===== config.mk =====
export PLATFORM = sky130hd
export DESIGN_NAME = cron_schedule_matcher
export DESIGN_NICKNAME = d
export VERILOG_FILES = /design/src/hdl/csm_pkg.sv /design/src/hdl/csm_rule_mem.sv /design/src/hdl/csm_match.sv /design/src/hdl/cron_schedule_matcher.sv
export SDC_FILE = /design/constraint.sdc
export NUM_CORES = 1
export LEC_CHECK = 0
export ABC_AREA = 1
export BUFFER_PORTS_ARGS = -buffer_cell sky130_fd_sc_hd__buf_2
export CAP_MARGIN = 20
export CORE_MARGIN = 10
export CORE_UTILIZATION = 38
export DETAILED_ROUTE_END_ITERATION = 10
export HOLD_SLACK_MARGIN = 0.02
export SKIP_LAST_GASP = 1
export SLEW_MARGIN = 10
export SYNTH_ARGS = -nofsm -noshare
export SYNTH_HDL_FRONTEND = slang
export SYNTH_SLANG_ARGS = --single-unit

===== constraint.sdc =====
create_clock -name aclk -period 13.29 [get_ports aclk]
set_input_delay 2.658 -clock aclk [delete_from_list [all_inputs] [get_ports aclk]]
set_output_delay 2.658 -clock aclk [all_outputs]
set_load 0.02 [all_outputs]

===== src/hdl/csm_pkg.sv =====
`timescale 1ns / 1ps
// ----------------------------------------------------------------------------
// csm_pkg: shared types and constants for the cron schedule matcher
// Rule encoding, time vector types and the step-divisibility table.
// ----------------------------------------------------------------------------
package csm_pkg;

    localparam int DEF_MAX_ENTRIES = 16;
    localparam int NUM_FIELDS      = 5;
    localparam int VAL_W           = 6;
    localparam int DIV_W           = 64;   // one bit per possible step divisor

    // rule kinds
    localparam logic [1:0] KIND_NEVER = 2'd0;
    localparam logic [1:0] KIND_ANY   = 2'd1;
    localparam logic [1:0] KIND_EXACT = 2'd2;
    localparam logic [1:0] KIND_STEP  = 2'd3;

    // field indexes
    localparam logic [2:0] FLD_MINUTE  = 3'd0;
    localparam logic [2:0] FLD_WEEKDAY = 3'd4;

    typedef struct packed {
        logic [1:0]       kind;
        logic [VAL_W-1:0] value;
    } rule_t;

    typedef rule_t [NUM_FIELDS-1:0]            entry_t;
    typedef logic [NUM_FIELDS-1:0][VAL_W-1:0]  time_vec_t;
    typedef logic [NUM_FIELDS-1:0][DIV_W-1:0]  div_vec_t;
    typedef logic [DIV_W-1:0][DIV_W-1:0]       div_table_t;

    // row v: bit n set when n divides v (bit 0 stays clear: step of zero never hits)
    // built by marking every multiple of each divisor
    function automatic div_table_t build_div_table();
        div_table_t t;
        t = '0;
        for (int n = 1; n < DIV_W; n++) begin
            for (int m = 0; m < DIV_W; m += n) begin
                t[m][n] = 1'b1;
            end
        end
        return t;
    endfunction

    localparam div_table_t DIV_TABLE = build_div_table();

endpackage


===== src/hdl/csm_rule_mem.sv =====
`timescale 1ns / 1ps
// ----------------------------------------------------------------------------
// csm_rule_mem: schedule entry table
// One write port, one registered read port; per-entry valid bits make
// unwritten entries read as never-match after reset.
// ----------------------------------------------------------------------------
module csm_rule_mem #(
    parameter int DEPTH = csm_pkg::DEF_MAX_ENTRIES,
    parameter int IDX_W = 4
) (
    input  logic                 aclk,
    input  logic                 aresetn,
    input  logic                 wr_en,
    input  logic [IDX_W-1:0]     wr_addr,
    input  csm_pkg::entry_t      wr_data,
    input  logic                 rd_en,
    input  logic [IDX_W-1:0]     rd_addr,
    output csm_pkg::entry_t      rd_data
);
    import csm_pkg::*;

    entry_t             rule_mem [DEPTH];
    logic [DEPTH-1:0]   valid_reg;
    entry_t             rd_data_reg;
    logic               rd_valid_reg;

    always_ff @(posedge aclk) begin
        if (!aresetn) begin
            valid_reg <= '0;
        end else if (wr_en) begin
            valid_reg[wr_addr] <= 1'b1;
        end
    end

    always_ff @(posedge aclk) begin
        if (wr_en) begin
            rule_mem[wr_addr] <= wr_data;
        end
    end

    always_ff @(posedge aclk) begin
        if (rd_en) begin
            rd_data_reg <= rule_mem[rd_addr];
        end
    end

    always_ff @(posedge aclk) begin
        if (!aresetn) begin
            rd_valid_reg <= 1'b0;
        end else if (rd_en) begin
            rd_valid_reg <= valid_reg[rd_addr];
        end
    end

    // never-written entry: all kinds NEVER
    assign rd_data = rd_valid_reg ? rd_data_reg : '0;

endmodule


===== src/hdl/csm_match.sv =====
`timescale 1ns / 1ps
// ----------------------------------------------------------------------------
// csm_match: entry rule evaluator
// Checks the five rules of one entry against the latched time.
// ----------------------------------------------------------------------------
module csm_match (
    input  csm_pkg::entry_t     rules,
    input  csm_pkg::time_vec_t  cur,
    input  csm_pkg::div_vec_t   dmask,
    output logic                hit
);
    import csm_pkg::*;

    logic [NUM_FIELDS-1:0] fld_ok;

    always_comb begin
        for (int f = 0; f < NUM_FIELDS; f++) begin
            case (rules[f].kind)
                KIND_NEVER: fld_ok[f] = 1'b0;
                KIND_ANY:   fld_ok[f] = 1'b1;
                KIND_EXACT: fld_ok[f] = (rules[f].value == cur[f]);
                KIND_STEP:  fld_ok[f] = dmask[f][rules[f].value];
                default:    fld_ok[f] = 1'b0;
            endcase
        end
    end

    assign hit = &fld_ok;

endmodule


===== src/hdl/cron_schedule_matcher.sv =====
`timescale 1ns / 1ps
// A rule write reads its entry, then writes it back with one rule merged in, and
// gives no result. A time transfer with unchanged time goes straight to ST_DONE
// for its result; a changed time scans one entry per cycle, set by the single
// read port of the entry table. One item is in work at a time; s_tready is high
// while idle, even with a result still waiting on m_*. Reset (aresetn low,
// synchronous) clears the stored time to zero and marks every entry never-match.
// ----------------------------------------------------------------------------
// cron_schedule_matcher: cron-style alarm matcher
// Table of schedule entries with five field rules each; a time change scans
// the table in order and reports the first entry that matches.
// ----------------------------------------------------------------------------
module cron_schedule_matcher #(
    parameter int MAX_ENTRIES = csm_pkg::DEF_MAX_ENTRIES
) (
    input  logic        aclk,
    input  logic        aresetn,
    // input channel
    input  logic        s_tvalid,
    output logic        s_tready,
    // [5:0] minute, [10:6] hour, [15:11] day, [19:16] month, [22:20] weekday,
    // [26:23] entry_select, [29:27] field_select, [31:30] rule_kind,
    // [37:32] rule_value, [39:38] zero
    input  logic [39:0] s_tdata,
    // [0] mode
    input  logic [0:0]  s_tuser,
    // result channel
    output logic        m_tvalid,
    input  logic        m_tready,
    // [3:0] fired_entry, [7:4] zero
    output logic [7:0]  m_tdata,
    // [0] time_changed, [1] fired
    output logic [1:0]  m_tuser
);
    import csm_pkg::*;

    localparam int IDX_W = (MAX_ENTRIES > 1) ? $clog2(MAX_ENTRIES) : 1;
    localparam logic [IDX_W-1:0] LAST_IDX = IDX_W'(MAX_ENTRIES - 1);

    // controller states
    localparam logic [1:0] ST_IDLE = 2'd0;   // waiting for a transfer
    localparam logic [1:0] ST_WR   = 2'd1;   // merge one rule into the entry read
    localparam logic [1:0] ST_SCAN = 2'd2;   // evaluate entry idx, fetch idx+1
    localparam logic [1:0] ST_DONE = 2'd3;   // hand result to the output register

    logic [1:0]        state_reg, state_next;
    time_vec_t         cur_reg, cur_next;        // latched time, zero-extended
    div_vec_t          dmask_reg, dmask_next;    // divisor masks of latched time
    logic [22:0]       prev_reg, prev_next;      // previous time, packed
    logic [IDX_W-1:0]  idx_reg, idx_next;
    logic [IDX_W-1:0]  wr_addr_reg, wr_addr_next;
    logic [2:0]        wr_field_reg, wr_field_next;
    rule_t             wr_rule_reg, wr_rule_next;
    logic              res_changed_reg, res_changed_next;
    logic              res_fired_reg, res_fired_next;
    logic [3:0]        res_entry_reg, res_entry_next;
    logic              m_valid_reg, m_valid_next;
    logic [1:0]        m_user_reg, m_user_next;
    logic [3:0]        m_entry_reg, m_entry_next;

    // table port
    logic              tbl_wr_en;
    entry_t            tbl_wr_data;
    logic              tbl_rd_en;
    logic [IDX_W-1:0]  tbl_rd_addr;
    entry_t            tbl_rd_data;
    logic              entry_hit;

    // input unpacking
    logic              s_acc;
    time_vec_t         now_vec;
    logic [22:0]       now_bits;
    logic              now_changed;
    logic              wr_legal;
    logic [IDX_W-1:0]  sel_addr;
    rule_t             in_rule;

    assign s_acc    = s_tvalid && s_tready;
    assign now_bits = s_tdata[22:0];
    assign now_vec[0] = s_tdata[5:0];
    assign now_vec[1] = {1'b0, s_tdata[10:6]};
    assign now_vec[2] = {1'b0, s_tdata[15:11]};
    assign now_vec[3] = {2'b00, s_tdata[19:16]};
    assign now_vec[4] = {3'b000, s_tdata[22:20]};
    assign now_changed = (now_bits != prev_reg);

    // writes beyond the table or with an unknown field are dropped
    assign wr_legal = (32'(s_tdata[26:23]) < 32'(MAX_ENTRIES)) &&
                      (s_tdata[29:27] <= FLD_WEEKDAY);
    assign sel_addr      = IDX_W'(s_tdata[26:23]);
    assign in_rule.kind  = s_tdata[31:30];
    assign in_rule.value = s_tdata[37:32];

    assign s_tready = (state_reg == ST_IDLE);

    csm_rule_mem #(
        .DEPTH (MAX_ENTRIES),
        .IDX_W (IDX_W)
    ) u_rule_mem (
        .aclk    (aclk),
        .aresetn (aresetn),
        .wr_en   (tbl_wr_en),
        .wr_addr (wr_addr_reg),
        .wr_data (tbl_wr_data),
        .rd_en   (tbl_rd_en),
        .rd_addr (tbl_rd_addr),
        .rd_data (tbl_rd_data)
    );

    csm_match u_match (
        .rules (tbl_rd_data),
        .cur   (cur_reg),
        .dmask (dmask_reg),
        .hit   (entry_hit)
    );

    always_comb begin
        state_next       = state_reg;
        cur_next         = cur_reg;
        dmask_next       = dmask_reg;
        prev_next        = prev_reg;
        idx_next         = idx_reg;
        wr_addr_next     = wr_addr_reg;
        wr_field_next    = wr_field_reg;
        wr_rule_next     = wr_rule_reg;
        res_changed_next = res_changed_reg;
        res_fired_next   = res_fired_reg;
        res_entry_next   = res_entry_reg;
        m_valid_next     = m_valid_reg && !m_tready;
        m_user_next      = m_user_reg;
        m_entry_next     = m_entry_reg;

        tbl_rd_en   = 1'b0;
        tbl_rd_addr = idx_reg;
        tbl_wr_en   = 1'b0;
        // read-modify-write: replace one rule of the fetched entry
        tbl_wr_data = tbl_rd_data;
        tbl_wr_data[wr_field_reg] = wr_rule_reg;

        case (state_reg)
            ST_IDLE: begin
                if (s_acc) begin
                    if (s_tuser[0]) begin
                        if (wr_legal) begin
                            wr_addr_next  = sel_addr;
                            wr_field_next = s_tdata[29:27];
                            wr_rule_next  = in_rule;
                            tbl_rd_en     = 1'b1;
                            tbl_rd_addr   = sel_addr;
                            state_next    = ST_WR;
                        end
                    end else if (now_changed) begin
                        cur_next  = now_vec;
                        prev_next = now_bits;
                        for (int f = 0; f < NUM_FIELDS; f++) begin
                            dmask_next[f] = DIV_TABLE[now_vec[f]];
                        end
                        idx_next    = '0;
                        tbl_rd_en   = 1'b1;
                        tbl_rd_addr = '0;
                        state_next  = ST_SCAN;
                    end else begin
                        res_changed_next = 1'b0;
                        res_fired_next   = 1'b0;
                        res_entry_next   = '0;
                        state_next       = ST_DONE;
                    end
                end
            end
            ST_WR: begin
                tbl_wr_en  = 1'b1;
                state_next = ST_IDLE;
            end
            ST_SCAN: begin
                if (entry_hit) begin
                    res_changed_next = 1'b1;
                    res_fired_next   = 1'b1;
                    res_entry_next   = 4'(idx_reg);
                    state_next       = ST_DONE;
                end else if (idx_reg == LAST_IDX) begin
                    res_changed_next = 1'b1;
                    res_fired_next   = 1'b0;
                    res_entry_next   = '0;
                    state_next       = ST_DONE;
                end else begin
                    idx_next    = idx_reg + 1'b1;
                    tbl_rd_en   = 1'b1;
                    tbl_rd_addr = idx_reg + 1'b1;
                end
            end
            ST_DONE: begin
                // wait for the output register to free up
                if (!m_valid_reg || m_tready) begin
                    m_valid_next = 1'b1;
                    m_user_next  = {res_fired_reg, res_changed_reg};
                    m_entry_next = res_entry_reg;
                    state_next   = ST_IDLE;
                end
            end
            default: begin
                state_next = ST_IDLE;
            end
        endcase
    end

    // control state
    always_ff @(posedge aclk) begin
        if (!aresetn) begin
            state_reg   <= ST_IDLE;
            prev_reg    <= '0;
            m_valid_reg <= 1'b0;
        end else begin
            state_reg   <= state_next;
            prev_reg    <= prev_next;
            m_valid_reg <= m_valid_next;
        end
    end

    // payload
    always_ff @(posedge aclk) begin
        cur_reg         <= cur_next;
        dmask_reg       <= dmask_next;
        idx_reg         <= idx_next;
        wr_addr_reg     <= wr_addr_next;
        wr_field_reg    <= wr_field_next;
        wr_rule_reg     <= wr_rule_next;
        res_changed_reg <= res_changed_next;
        res_fired_reg   <= res_fired_next;
        res_entry_reg   <= res_entry_next;
        m_user_reg      <= m_user_next;
        m_entry_reg     <= m_entry_next;
    end

    assign m_tvalid = m_valid_reg;
    assign m_tuser  = m_user_reg;
    assign m_tdata  = {4'b0000, m_entry_reg};

    // a fire only follows a time change
    a_fire_needs_change: assert property (@(posedge aclk) disable iff (!aresetn)
        m_tvalid |-> (!m_tuser[1] || m_tuser[0]))
        else $error("fired without time change");

    // no fire means entry index zero
    a_nofire_zero: assert property (@(posedge aclk) disable iff (!aresetn)
        (m_tvalid && !m_tuser[1]) |-> (m_tdata[3:0] == 4'd0))
        else $error("fired_entry set without fire");

    // a legal rule write goes to the merge cycle, then back to idle
    a_write_path: assert property (@(posedge aclk) disable iff (!aresetn)
        (s_acc && s_tuser[0] && wr_legal) |=> (state_reg == ST_WR) ##1 (state_reg == ST_IDLE))
        else $error("rule write sequence broken");

    // scan index stays inside the table
    a_scan_range: assert property (@(posedge aclk) disable iff (!aresetn)
        (state_reg == ST_SCAN) |-> (32'(idx_reg) < 32'(MAX_ENTRIES)))
        else $error("scan index out of range");

    // a changed time is recorded at acceptance
    a_prev_update: assert property (@(posedge aclk) disable iff (!aresetn)
        (s_acc && !s_tuser[0] && now_changed) |=> (prev_reg == $past(now_bits)))
        else $error("previous time not updated");

endmodule


# ---- Yosys cells after proc, flatten, opt, wreduce, memory -nomap -nowiden
# Memories as Yosys holds them, arrays and structs flattened. A register that Yosys moved wholly into a read port is not among the register bits.
# Index checks and enable logic that the tools add are counted.
dict set report word_totals {
  register_bits 97
  mem_bits_rw 640
  mem_bits_ro 9728
  out_inout_bits 12
  elab_cells 160
  memories 6
}
dict set report classes {
  addsub 1
  order_cmp 11
  eq_ne 31
  mux 68
  bitwise 2
  n_reduce_logical 21
}
# name depth width read_ports rd_clocked_by_memory_dff write_ports line
set mem_list {}
lappend mem_list {{(no name shown)} 64 64 1 1 0 cron_schedule_matcher.sv:156} ;# dmask_next[f] = DIV_TABLE[now_vec[f]];
lappend mem_list {{(no name shown)} 32 64 1 1 0 cron_schedule_matcher.sv:156}
lappend mem_list {{(no name shown)} 32 64 1 1 0 cron_schedule_matcher.sv:156}
lappend mem_list {{(no name shown)} 16 64 1 1 0 cron_schedule_matcher.sv:156}
lappend mem_list {u_rule_mem.rule_mem 16 40 1 1 1 csm_rule_mem.sv:22} ;# entry_t rule_mem [DEPTH];
lappend mem_list {{(no name shown)} 8 64 1 1 0 cron_schedule_matcher.sv:156}
# op count
set ops {}
lappend ops {{4-bit 2-to-1 mux} 13}
lappend ops {{40-bit bitwise mux} 1}
lappend ops {{40-bit 2-to-1 mux} 1}
lappend ops {{6-bit by 7-bit less-than comparator with 1-bit output (second input constant)} 5}
lappend ops {{1-bit binary-select mux with 6-bit select} 5}
lappend ops {{1-bit 2-to-1 mux} 26}
lappend ops {{8-bit demux with 3-bit select} 1}
lappend ops {{2-bit == test (second input constant)} 12}
lappend ops {{4-bit case mux with 2 select lines} 3}
lappend ops {{23-bit inequality test} 1}
lappend ops {{1-bit case mux with 4 select lines} 5}
lappend ops {{16-bit OR} 1}
lappend ops {{2-bit by 1-bit == test with 1-bit output (second input constant)} 6}
lappend ops {{6-bit by 5-bit == test with 1-bit output} 2}
lappend ops {{2-bit logical NOT} 6}
lappend ops {{2-bit 2-to-1 mux} 6}
lappend ops {{4-bit AND reduction} 3}
lappend ops {{4-bit by 5-bit less-than comparator with 1-bit output (second input constant)} 2}
lappend ops {{5-bit AND reduction} 2}
lappend ops {{8-bit 2-to-1 mux} 1}
lappend ops {{2-bit case mux with 4 select lines} 1}
lappend ops {{6-bit by 3-bit == test with 1-bit output} 1}
lappend ops {{6-bit by 4-bit == test with 1-bit output} 1}
lappend ops {{6-bit == test} 1}
lappend ops {{other kinds (20)} 28}

# ---- Longest topological paths before layout
dict set report logic_depth {
  word_depth 9
  ltp_mapped 30
  mapped_depth_nobuf 27
}

# ---- Modules after synthesis
# A second synthesis with hierarchy kept.
dict set report hier_totals {
  hier_cells 4016
  area_unflattened_um2 41815.1
}
# module n_inst cells_each area_each_um2 seq_area_each_um2
set by_module_without_submodules {}
lappend by_module_without_submodules {csm_rule_mem 1 2088 27209.8 20759.9}
lappend by_module_without_submodules {cron_schedule_matcher 1 1086 10687.8 6526.3}
lappend by_module_without_submodules {csm_match 1 842 3917.5 0.0}

# ---- Least setup slack after synthesis
# OpenSTA, ideal clock, no wires.
dict set report synth_timing {
  path_type {input -> register}
  from {in s_tdata[8]}
  to {reg prev_reg[13]}
  setup_ns 0.354
  arrival_ns 8.706
  required_time_ns 12.936
  setup_slack_ns 4.230
  stages 9
  n_path_buf 3
  path_cell_list {clkbuf_1 -> xor2_1 -> nor4_1 -> nand3_1 -> nand2_1 -> inv_1 -> clkbuf_1 -> clkbuf_1 -> a21oi_1}
}
dict set report synth_via {
  elab_chain_len 2
}
# item line
set synth_lines {}
lappend synth_lines {{from (decl)} cron_schedule_matcher.sv:24} ;# input logic [39:0] s_tdata,
lappend synth_lines {{23-bit inequality test} cron_schedule_matcher.sv:85} ;# assign now_changed = (now_bits != prev_reg);
lappend synth_lines {{4-bit AND reduction (no line)} n/a}
lappend synth_lines {{to (signal assigned)} cron_schedule_matcher.sv:214} ;# prev_reg <= prev_next;
lappend synth_lines {{to (decl)} cron_schedule_matcher.sv:49} ;# logic [22:0] prev_reg, prev_next;
# No other way between the ends.
# A chain may end at the register's enable or synchronous reset.

# ---- Final worst setup path
dict set report layout_timing {
  from {reg u_rule_mem.rd_valid_reg}
  to {reg u_rule_mem.rd_data_reg[0] (netlist name)}
}
dict set report layout_via {
  elab_chain_len 7
  elab_cells_between_ends 46
  classes_between {20 x eq/ne; 20 x mux; 6 x reduce/logical}
}
# item line
set layout_lines {}
lappend layout_lines {{from (decl)} csm_rule_mem.sv:25} ;# logic rd_valid_reg;
lappend layout_lines {{from (signal assigned)} csm_rule_mem.sv:51} ;# rd_valid_reg <= valid_reg[rd_addr];
lappend layout_lines {{40-bit 2-to-1 mux *} csm_rule_mem.sv:56} ;# assign rd_data = rd_valid_reg ? rd_data_reg : '0;
lappend layout_lines {{1-bit binary-select mux with 6-bit select} csm_match.sv:22} ;# KIND_STEP: fld_ok[f] = dmask[f][rules[f].value];
lappend layout_lines {{1-bit 2-to-1 mux (not written as such)} csm_match.sv:22}
lappend layout_lines {{1-bit case mux with 4 select lines} csm_match.sv:18} ;# case (rules[f].kind)
lappend layout_lines {{5-bit AND reduction *} csm_match.sv:28} ;# assign hit = &fld_ok;
lappend layout_lines {{4-bit 2-to-1 mux / 1-bit 2-to-1 mux (equally long branches)} n/a}
lappend layout_lines {{4-bit case mux with 2 select lines / 1-bit case mux with 2 select lines (equally long branches)} cron_schedule_matcher.sv:140} ;# case (state_reg)
# Every way passes the cells marked *; elsewhere a longest branch is shown, timed or not. The select of a mux whose other input is x is not followed.

==> impl_metrics.ini <==
[routing]
ant_nets = 0
route.vias.total = 27350
dr.pass1.iters = 6
viasPerCell = 5.44
drc = 0
drt_iter0_drc = 3062
wl_per_cell_um = 21.9
postRouteWirelength_um = 110000

[placement]
dp_worst_setup_slack_ns = 4.85
port_buffers = 50
dp.cells = 4836
dp_hpwl_um = 59900
dpl_cell_area_sq_mm = 0.0419
place.gp.congestion = 0.903

[power]
swShare_pct = 29.2
p_leak_nw = 16.4
p_int_w = 0.00526
ir_drop_mv = 0.118
pwr_density_cell_mw_per_mm2 = 165
power_switching_w = 0.00217
p_comb_share_pct = 18.3
p_clk_share_pct = 35.2
p_seq_share_pct = 46.4

[die]
core_area_sq_mm = 0.105
die_area_sq_mm = 0.119
rows = 119
fp.dieW_um = 345
die_h_um = 345
io_pins = 57
start_util_pct = 38.2

[hold_path]
hold_class = flip-flop to flip-flop

[setup_path]
critical_path.startpoint_type = flip-flop
endpoint_kind = flip-flop
path_class = flip-flop to flip-flop
cp_data_arrival_time_ns = 8.51
cp_max_fo = 108
worstPathRequired_ns = 13.70

[finish]
drive_gt1_share_pct = 8.36
final_cells = 5028
syn_to_final_growth_pct = 12.1
final_area_sq_mm = 0.0450
largest_register_ffs = 640
fillers = 9810
final_nets = 3620
diodes = 0

[sta]
fin_crit_sh_pct = 61.0
fmax_ghz = 0.123
fin_hold_ws_ns = 0.420
fin_crit_ns = 8.10
max_slew.worst_pin.slew_ns = 1.11
hold_viol = 0
setup_viol = 0
setup_ws_ns = 5.19
rsz0062_at_grt = no
finalSetupTns_ns = 0
relSlewSlack_pct = 26.3
slew_violations = 0
clock_skew_ns = 0.0205

[clock_network]
cts.clk_slew.worst_paths_ns = 0.06
cts_tree = built
cts_setup_buffers = 0
clock_path_buffers = 3
ctsHoldBuffers = 0
cts-root-buf = clkbuf_16
clk_latency_ns = 0.67
cts_inserted_buffers = 98
cts_resized = 0
cts_sinks = 923
cts_max_level = 3

[global_route]
grt_overflow = 0
grt_antenna_before_repair = 2
grt_first_pass_wirelength_um = 164000
gr-usage-all-layers_pct = 17.8
grt_pass1_vias = 25864
grt_max_degree = 144

[logic_synthesis]
yosysTopAreaCellShare_pct = 65.8
ys_seq_elements = 923
ys_seq_area_share_pct = 68.0
synth_area_leaders = edfxtp_1 66%, o211ai_1 6.1%, nand2_1 5.6%, inv_1 3.5%, nand3_1 3.5%
syn_avg_cell_area_sq_um = 11.3
yosys.area.top_type = edfxtp_1
synth_edf_count = 880
yosys_warnings = 0
synthFlopType = edfxtp_1
synth_cell_types = 48
syn_inst = 3546
syn-cell-area_sq_mm = 0.0402
async_flop_share_pct = 0

[run]
maxCapViolations = 0

[outcome]
status = completed
-- routing by layer --
metal | vias to the layer above | share of wire [%] | GRT usage, %
li1 | 12732 | - | -
met1 | 13328 | 44 | 25.2
met2 | 1097 | 44 | 26.4
met3 | 187 | 9.4 | 4.33
met4 | 6 | 2.7 | 5.62
met5 | - | 0.034 | 0
-- power by group through the flow --
stage                     combinational (W)  clock (W)  sequential (W)
after floorplan                    0.000946          0         0.00348
final                               0.00136    0.00262         0.00345
after global routing                0.00150    0.00279         0.00345
after CTS                           0.00135    0.00266         0.00345
after detailed placement            0.00134          0         0.00351
after global placement              0.00133          0         0.00351
-- cell families (layout without fill, tap and decap cells) --
| family | count (synthesis) | in the layout | synth area share (%) |
|---|---|---|---|
| simple gates | 1089 | 1089 | 11.3 |
| flops | 923 | 923 | 68.0 |
| compound gates | 885 | 885 | 13.5 |
| buf+inv | 601 | 689 | 5.99 |
| xor+xnor | 26 | 26 | 0.567 |
| fa+ha+maj | 21 | 21 | 0.654 |
| other cells | 1 | 4 | 0.00934 |
-- cell type report --
| class | count | area, sq um | share of cell area, % |
|---|---|---|---|
| flip-flops and latches | 923 | 27300 | 60.6 |
| multi-input cells | 2025 | 10700 | 23.7 |
| clock buffers | 133 | 2660 | 5.92 |
| well taps | 1391 | 1740 | 3.87 |
| inverters | 384 | 1450 | 3.23 |
| repair buffers | 122 | 821 | 1.82 |
| clock inverters | 50 | 397 | 0.881 |
-- worst max-delay path: stages, from the launching register on --
cell	delay, ns
dfxtp_4	0.85
buf_4	0.55
nand2_1	0.47
inv_1	0.64
nand3_1	0.27
nand3_1	0.20
nand3_1	0.12
nand3_1	0.10
nand3_1	0.17
nand2_1	0.30
inv_2	0.07
nand2_2	0.12
nand2_2	0.11
nand3_2	0.11
nand3_4	0.51
nand2_4	0.93
buf_4	0.94
buf_4	0.66
nand2_1	0.10
o211ai_1	0.11
o211ai_1	0.12
nand3_1	0.12
nand2_1	0.09
-- final timing paths --
check                           from                         to  slack (ns)  cells past startpoint
max          u_rule_mem.rd_valid_reg  u_rule_mem.rd_data_reg[0]        5.19                     22
min                    res_fired_reg                 m_tuser[1]        0.42                      0
min reg2reg            res_fired_reg                 m_tuser[1]        0.42                      0
max reg2reg  u_rule_mem.rd_valid_reg  u_rule_mem.rd_data_reg[0]        5.19                     22
-- synthesized netlist by cell type, drive strengths merged (2+ instances only) --
cell type	count
o221ai	4
nand4	10
a21oi	219
or2	6
nor4	5
o21ai	281
o21a	12
buf	84
o2111ai	12
dfxtp	43
xor2	7
clkbuf	133
o311ai	5
a22oi	2
a31oi	4
xnor2	19
ha	21
nand3	279
a221oi	2
nand2	608
o31ai	3
edfxtp	880
nand3b	2
a211oi	2
clkinv	6
inv	378
nor3	17
o211ai	327
nor2	161
o21bai	5
-- metrics by stage --
stage / utilization (%) / power [W]
floorplan: - / 0.00443
global placement: 39.8 / 0.00483
detailed placement: 39.8 / 0.00485
CTS: 42.7 / 0.00746
global route: 42.8 / 0.00775
finish: 42.8 / 0.00742
-- placed cells by master, fill, tap and decap left out, types with 10 or more instances in the layout --
master / count
edfxtp_1: 880
nand2_1: 599
inv_1: 368
o211ai_1: 327
nand3_1: 277
o21ai_0: 272
a21oi_1: 219
nor2_1: 144
clkbuf_16: 98
buf_4: 68
buf_2: 50
dfxtp_1: 42
clkinv_1: 28
clkbuf_1: 27
ha_1: 21
xnor2_1: 19
nor3_1: 16
clkinv_2: 16
nor2_4: 16
o2111ai_1: 12
o21a_1: 11
nand4_1: 10
No activity file was read; power rests on OpenSTA's default activity.
